**config.mk**
```make
export PLATFORM = sky130hd
export DESIGN_NAME = dsf_lane
export DESIGN_NICKNAME = d
export VERILOG_FILES = /design/src/dsf_pkg.sv /design/src/dsf_lane.sv
export SDC_FILE = /design/constraint.sdc
export NUM_CORES = 1
export LEC_CHECK = 0
export ABC_AREA = 1
export BUFFER_PORTS_ARGS = -buffer_cell sky130_fd_sc_hd__clkbuf_2
export CAP_MARGIN = 30
export CORE_ASPECT_RATIO = 1.75
export CORE_MARGIN = 10
export CORE_UTILIZATION = 55
export CTS_CLUSTER_DIAMETER = 30
export DETAILED_ROUTE_END_ITERATION = 8
export PLACE_DENSITY_LB_ADDON = 0.1
export REMOVE_ABC_BUFFERS = 1
export SYNTH_ARGS = -nofsm -noshare
export SYNTH_HDL_FRONTEND = slang
export SYNTH_SLANG_ARGS = --single-unit
```
**constraint.sdc**
```tcl
create_clock -name clk -period 13.1 [get_ports clk]
set_input_delay 3.275 -clock clk [delete_from_list [all_inputs] [get_ports clk]]
set_output_delay 3.275 -clock clk [all_outputs]
set_load 0.01 [all_outputs]
```
**src/dsf_pkg.sv**
```systemverilog
// ----------------------------------------------------------------------------
// dsf_pkg: shared types, constants and float helpers
// Single-precision helpers (round to nearest even) and the power-of-ten table.
// ----------------------------------------------------------------------------
package dsf_pkg;

    localparam int LANES      = 16;
    localparam int MAX_CHARS  = 16;
    localparam int POW_CENTER = 16;
    localparam int POW_SIZE   = 32;

    localparam logic [7:0]  ASCII_ZERO  = 8'h30;
    localparam logic [7:0]  ASCII_POINT = 8'h2E;
    localparam logic [31:0] FP_ONE      = 32'h3F80_0000;
    localparam logic [31:0] FP_TEN      = 32'h4120_0000;
    localparam logic [31:0] FP_TENTH    = 32'h3DCC_CCCD;

    // control that travels alongside each word
    typedef struct packed {
        logic valid;
        logic negative;
        logic too_long;
    } ctl_t;

    // value = s * mag * 2^(eb - 150); mag may be zero; normal range only
    function automatic logic [31:0] fp_round_pack(input logic s, input logic [47:0] mag,
                                                  input int eb);
        int          lead;
        int          sh;
        int          e;
        logic [47:0] rem;
        logic [47:0] half;
        logic [47:0] kept;
        logic [24:0] m;
        logic        up;
        lead = 0;
        for (int k = 0; k < 48; k++)
        begin
            if (mag[k])
                lead = k;
        end
        up   = 1'b0;
        rem  = '0;
        half = '0;
        if (lead > 23)
        begin
            sh   = lead - 23;
            kept = mag >> sh;
            rem  = mag & ((48'd1 << sh) - 48'd1);
            half = 48'd1 << (sh - 1);
            up   = (rem > half) || ((rem == half) && kept[0]);
        end
        else
        begin
            sh   = 0;
            kept = mag << (23 - lead);
        end
        m = {1'b0, kept[23:0]} + {24'd0, up};
        e = lead + eb - 23 + sh - sh;
        if (m[24])
        begin
            m = m >> 1;
            e = e + 1;
        end
        if (mag == '0)
            return {s, 31'b0};
        return {s, e[7:0], m[22:0]};
    endfunction

    // product of two normal floats (used for the table at elaboration)
    function automatic logic [31:0] fp_mul(input logic [31:0] a, input logic [31:0] b);
        logic [47:0] prod;
        prod = {24'd0, 1'b1, a[22:0]} * {24'd0, 1'b1, b[22:0]};
        if (a[30:23] == 8'd0 || b[30:23] == 8'd0)
            return {a[31] ^ b[31], 31'b0};
        return fp_round_pack(a[31] ^ b[31], prod,
                             int'(a[30:23]) + int'(b[30:23]) - 150);
    endfunction

    // sum of two floats that are zero or normal
    function automatic logic [31:0] fp_add(input logic [31:0] a, input logic [31:0] b);
        logic [31:0] big;
        logic [31:0] sml;
        logic [7:0]  dexp;
        logic [26:0] mb3;
        logic [26:0] ms3;
        logic [26:0] al;
        logic [27:0] sum;
        logic        lost;
        if (a[30:23] == 8'd0 && b[30:23] == 8'd0)
            return {a[31] & b[31], 31'b0};
        if (a[30:23] == 8'd0)
            return b;
        if (b[30:23] == 8'd0)
            return a;
        if (a[30:0] < b[30:0])
        begin
            big = b;
            sml = a;
        end
        else
        begin
            big = a;
            sml = b;
        end
        dexp = big[30:23] - sml[30:23];
        mb3  = {1'b1, big[22:0], 3'b000};
        ms3  = {1'b1, sml[22:0], 3'b000};
        // align with guard, round and sticky bits
        if (dexp >= 8'd27)
        begin
            al = 27'd1;
        end
        else
        begin
            al    = ms3 >> dexp;
            lost  = |(ms3 & ((27'd1 << dexp) - 27'd1));
            al[0] = al[0] | lost;
        end
        if (big[31] == sml[31])
            sum = {1'b0, mb3} + {1'b0, al};
        else
            sum = {1'b0, mb3} - {1'b0, al};
        if (sum == '0)
            return 32'b0;
        return fp_round_pack(big[31], {20'd0, sum}, int'(big[30:23]) - 3);
    endfunction

    // table entry: 10^(15-k) below the center, 0 at it, 0.1 powers above
    function automatic logic [31:0] pow_entry(input int k);
        logic [31:0] r;
        r = FP_ONE;
        if (k == POW_CENTER)
            return 32'b0;
        if (k < POW_CENTER)
        begin
            for (int j = POW_CENTER - 1; j > k; j--)
                r = fp_mul(r, FP_TEN);
        end
        else
        begin
            for (int j = POW_CENTER + 1; j <= k; j++)
                r = fp_mul(r, FP_TENTH);
        end
        return r;
    endfunction

    function automatic logic [POW_SIZE*32-1:0] pow_flat();
        logic [POW_SIZE*32-1:0] t;
        t = '0;
        for (int k = 0; k < POW_SIZE; k++)
            t[k*32 +: 32] = pow_entry(k);
        return t;
    endfunction

endpackage

```
**src/dsf_lane.sv**
```systemverilog
// ----------------------------------------------------------------------------
// dsf_lane: one digit lane
// Scales a signed digit by its power of ten; two stages (multiply, round).
// ----------------------------------------------------------------------------
module dsf_lane (
    input  logic              clk,
    input  logic signed [7:0] digit,
    input  logic [4:0]        pow_idx,
    output logic [31:0]       lane_val
);
    import dsf_pkg::*;

    localparam logic [POW_SIZE*32-1:0] POW_TAB = pow_flat();

    logic [31:0] pw;
    logic [7:0]  dmag;
    logic [31:0] prod_next;
    logic [31:0] prod_reg;
    logic [7:0]  exp_reg;
    logic        sign_reg;
    logic        zero_reg;
    logic [31:0] val_reg;

    // table lookup and integer multiply
    always_comb
    begin
        pw        = POW_TAB[{pow_idx, 5'b0} +: 32];
        dmag      = digit[7] ? 8'(-digit) : 8'(digit);
        prod_next = {24'd0, dmag} * {8'd0, 1'b1, pw[22:0]};
    end

    always_ff @(posedge clk)
    begin
        prod_reg <= prod_next;
        exp_reg  <= pw[30:23];
        sign_reg <= digit[7];
        zero_reg <= (digit == 8'sd0) || (pw[30:23] == 8'd0);
    end

    // normalize and round
    always_ff @(posedge clk)
    begin
        if (zero_reg)
            val_reg <= {sign_reg, 31'b0};
        else
            val_reg <= fp_round_pack(sign_reg, {16'd0, prod_reg}, int'(exp_reg));
    end

    assign lane_val = val_reg;

endmodule

```
---- Yosys cells after proc, flatten, opt, wreduce, memory -nomap -nowiden ----
Index checks and enable logic that the tools add are counted.
word-level totals
  bits in registers ....................... 74
  input bits .............................. 14
  output and inout port bits .............. 32
  logic and storage cells ................. 79
cells by class
  add/subtract/negate cells ............... 11
  multipliers ............................. 1
  $lt $le $gt $ge ......................... 2
  equal/unequal tests ..................... 1
  shift operators ......................... 5
  multiplexer cells ....................... 46
  bitwise operators ....................... 1
  reduce and logical (&&, ||, !) cells .... 6
operator list
  cell                                                           number
  2-to-1 mux 32 bit                                              34
  indexed part select 1024 x 11 -> 31 bit, first input constant  1
  left shift 1 x 32 -> 48 bit, first input constant              2
  bitwise AND 32 x 48 -> 48 bit                                  1
  equality test 48 bit                                           1
  > comparator 48 bit                                            1
  2-to-1 mux 24 bit                                              2
  subtractor 48 x 1 -> 48 bit, second input constant             1
  > comparator 32 x 6 -> 1 bit, second input constant            1
  logical NOT 32 bit                                             1
  multiplier 8 x 24 -> 32 bit                                    1
  2-to-1 mux 8 bit                                               4
  left shift 32 x 32 -> 24 bit                                   1
  right shift 32 x 32 -> 24 bit                                  1
  subtractor 32 x 2 -> 32 bit, second input constant             1
  subtractor 32 x 6 -> 32 bit, second input constant             1
  subtractor 6 x 32 -> 32 bit, first input constant              1
  adder 24 x 1 -> 25 bit                                         1
  2-to-1 mux 23 bit                                              1
  adder 8 bit                                                    2
  logical NOT 8 bit                                              2
  adder 8 x 2 -> 8 bit, second input constant                    1
  negator 8 bit                                                  1
  subtractor 8 x 6 -> 8 bit, second input constant               1
  4 further kinds                                                9

---- Longest topological paths before layout ----
  depth after elaboration ................. 45
  depth in mapped cells ................... 81
  gate-level depth less buffers ........... 78

---- Least setup slack after synthesis ----
Ideal clock, no wire load.
  kind .................................... input port to flip-flop
  from .................................... input digit[0]
  to ...................................... register prod_reg[31]
  setup time .............................. 122 ps
  data arrival time ....................... 10039 ps
  data required time ...................... 12978 ps
  setup slack ............................. 2939 ps
  stages .................................. 39
  buffers on the path ..................... 2
  cells stage by stage .................... clkbuf_1 -> clkinv_1 -> ha_1 -> or2_2 -> nand3_1 -> o21ai_0 -> inv_1 -> clkbuf_1 -> nor2_1 -> fa_1 -> inv_1 -> fa_1 -> inv_1 -> fa_1 -> fa_1 -> ha_1 -> a21o_1 -> a21oi_1 -> [3 not listed] -> a21oi_1 -> o21ai_0 -> a21oi_1 -> o21ai_0 -> a21oi_1 -> o21bai_1 -> a21oi_1 -> o21bai_1 -> nand3_1 -> nand2_1 -> nand3_1 -> nand2_1 -> nand3_1 -> nand2_1 -> a21oi_1 -> nor2_1 -> nor2_1 -> xor2_1
on the way
  longest elaborated chain between the ends .. 3
ends and longest elaborated chain
  what                             RTL line        text
  start, declared                  dsf_lane.sv:7   input logic signed [7:0] digit,
  negator 8 bit                    dsf_lane.sv:28  dmag = digit[7] ? 8'(-digit) : 8'(digit);
  2-to-1 mux 8 bit (*)             dsf_lane.sv:28
  multiplier 8 x 24 -> 32 bit (*)  dsf_lane.sv:29  prod_next = {24'd0, dmag} * {8'd0, 1'b1, pw[22:0]};
  net prod_next[31]                dsf_lane.sv:17  logic [31:0] prod_next;
  end signal, assigned             dsf_lane.sv:34  prod_reg <= prod_next;
  end, declared                    dsf_lane.sv:18  logic [31:0] prod_reg;
Mark *: on every way through the listed nets, which the timed path passes. The rest lies on a longest branch.
A chain may end at the register's enable or synchronous reset.

---- Worst setup path in the final report ----
  from .................................... input digit[0]
  to ...................................... register prod_reg[30]
Same word-level chain as after synthesis.

==> results.py <==
metrics = {
    "worst_setup_path": {
        "worstPathMaxFanout": 19,
        "cp_slowest_cell": "clkinv_1",
        "cp-end-kind": "flip-flop",
        "critPathLaunchType": "primary input",
        "r2r_slack_ns": 3.20,
        "required_ns": 13.39,
        "worst-setup-path-type": "in -> reg",
        "slowest_delay_ns": 0.64,
        "rr_startpoint": "prod_reg[2]$_DFF_P_",
        "ff2ff_path_depth": 68,
        "crit_arrival_ns": 11.66,
        "r2r-end": "lane_val[26]$_SDFF_PP0_",
    },
    "synth": {
        "yosys_most_used_dff": "dfxtp_1",
        "yosys.area.top_type": "fa_1",
        "yosysWarnings": 0,
        "synthCells": 2454,
        "syn_avg_cell_area_um2": 6.34,
        "yosysTopAreaCellShare": 0.180,
        "synth-edff-count": 0,
        "async_reset_ff_frac": 0,
        "seq_area_frac_synth": 0.0952,
        "ys_seq_elements": 74,
        "netlist_area_um2": 15600,
        "synth.distinct_cells": 62,
        "synthTopCellsByArea": "fa_1 (18%), nand2_1 (14%), ha_1 (9.6%), dfxtp_1 (9.5%), inv_1 (8.9%)",
    },
    "layout": {
        "synthToLayoutAreaGrowth_pct": 4.68,
        "n_antenna_cell": 0,
        "final_layout_size_suffix_gt1_frac": 0.0616,
        "final_cell_mix": "nand2_1 (595), inv_1 (369), nor2_1 (290)",
        "num-fill-cells": 2861,
        "final_common_cell": "nand2_1",
        "nets": 2704,
    },
    "timing": {
        "setup_viol": 0,
        "max-slew-margin-rel": 0.350,
        "tns_ns": 0,
        "clock_skew_ns": 0.0188,
        "hold_violations": 0,
        "tightest_slew_ns": 0.969,
        "rsz0062_at_grt": "no",
        "max_freq_mhz": 87.9,
        "period_share": 0.868,
        "min_period_ns": 11.37,
        "slew_violations": 0,
    },
    "place": {
        "hpwl_um": 44900,
        "place.gp.congestion": 1.04,
        "port_buffers": 45,
    },
    "die": {
        "die_height_um": 242,
        "io_pins": 46,
        "dieArea_um2": 35700,
        "die_width_um": 147,
        "start_util": 0.556,
        "core_um2": 28000,
        "rows": 81,
    },
    "clocking": {
        "clock-sinks": 74,
        "cts_buffer_depth": 2,
        "cts_resized": 0,
        "clk_pin_slew_worst_paths_ns": 0.06,
        "tritoncts": "yes",
        "htree_num_levels": 3,
        "clock-root-buffer": "clkbuf_16",
        "clock_latency_ns": 0.37,
        "ctsHoldBuffers": 0,
        "post_cts_buffers": 0,
        "numCtsBuffers": 9,
    },
    "grt": {
        "grt_pass1_wl_um": 87300,
        "grt_pass1_vias": 16000,
        "grt_use_total": 0.308,
        "grt_start_max_net_pins": 72,
        "antenna_found_initial": 0,
        "grt_remaining_overflow": 0,
    },
    "detailed_routing": {
        "drt_iter0_drc": 1334,
        "drt-total-wl_um": 55900,
        "vias": 16500,
        "post-route-drc-count": 0,
        "drtAntennaViolNets": 0,
        "post_drt_wl_per_cell_um": 19.9,
        "first_pass_iters": 8,
        "routed_via_density": 5.88,
    },
    "outcome": {
        "status": "complete, no violations",
    },
    "min_path": {
        "hp-class": "reg -> reg",
        "hold_path_depth": 0,
        "whs_endpoint": "lane_val[31]$_DFF_P_",
        "min_from": "sign_reg$_DFF_P_",
    },
    "job": {
        "cap_violations": 0,
    },
}
-- layer usage --
metal,vias to the layer above,track usage,part of all wire
met4,0,0.234,0.085
met5,-,0,0
met1,7725,0.321,0.34
met3,223,0.0391,0.063
met2,737,0.548,0.51
li1,7819,-,-
-- how the worst max path moves through the flow --
stage / startpoint / end / slack (ns) / depth (start not counted)
after global routing: digit[0] / prod_reg[30]$_DFF_P_ / 0.93 / 44
after detailed placement: digit[0] / prod_reg[30]$_DFF_P_ / 1.38 / 44
after CTS: digit[0] / prod_reg[30]$_DFF_P_ / 1.73 / 44
after floorplan: digit[0] / prod_reg[31]$_DFF_P_ / 3.03 / 35
after global placement: digit[0] / prod_reg[30]$_DFF_P_ / 1.70 / 44
final: digit[0] / prod_reg[30]$_DFF_P_ / 1.73 / 44
-- worst max-delay path, delay by kind of cell --
family	cells	cell delay, ns
AND/OR/NAND/NOR	14	1.36
AO/OA/AOI/OAI	14	2.69
adder cells (fa/ha/maj)	6	2.17
XOR/XNOR	2	0.53
buffers and inverters	8	1.63
-- cell families (layout without fill, tap and decap cells) --
kind of cell | count (synthesis) | after routing | synth area share
AOI/OAI and AO/OA | 289 | 289 | 0.110
xor gates and xnor gates | 62 | 62 | 0.0349
adders and majority gates | 259 | 259 | 0.276
buffers and inverters | 490 | 471 | 0.126
DFF | 74 | 74 | 0.0952
muxes | 1 | 1 | 0.000643
and+or+nand+nor | 1279 | 1279 | 0.358
-- synthesized netlist by cell type, types with 10 or more instances --
library cell / count
nor4_1: 10
buf_1: 15
o2111ai_1: 19
nor2_1: 290
nand2_1: 595
o21ai_0: 80
xor2_1: 47
dfxtp_1: 74
ha_1: 119
fa_1: 140
o21ai_1: 44
a21oi_1: 80
inv_2: 12
buf_6: 10
clkbuf_1: 53
buf_2: 15
nand2_2: 15
inv_1: 369
nand3_1: 244
nand4_1: 51
o211ai_1: 15
nor3_1: 29
xnor2_1: 15
-- cell type report --
type / count / area [um2] / area share
multi-input cells: 1890 / 12100 / 0.744
flip-flops and latches: 74 / 1480 / 0.0910
inverters: 390 / 1470 / 0.0901
well taps: 373 / 467 / 0.0287
repair buffers: 66 / 383 / 0.0235
clock buffers: 9 / 225 / 0.0138
clock inverters: 6 / 138 / 0.00845
-- per-stage QoR --
step | std cells | hold slack (ns) | worst slack (ns) | instance area (um2) | utilization
after floorplan | 2354 | 0.310 | 3.03 | 15100 | -
after global placement | 2792 | 0.371 | 1.70 | 15900 | 0.569
after detailed placement | 2793 | 0.369 | 1.38 | 15900 | 0.569
after CTS | 2808 | 0.377 | 1.73 | 16300 | 0.582
after global routing | 2808 | 0.372 | 0.930 | 16300 | 0.582
final | 2808 | 0.369 | 1.73 | 16300 | 0.582
Power is left out: the tool's default activity adds up to more than one toggle a clock period on the data nets, which glitch-free logic cannot reach.
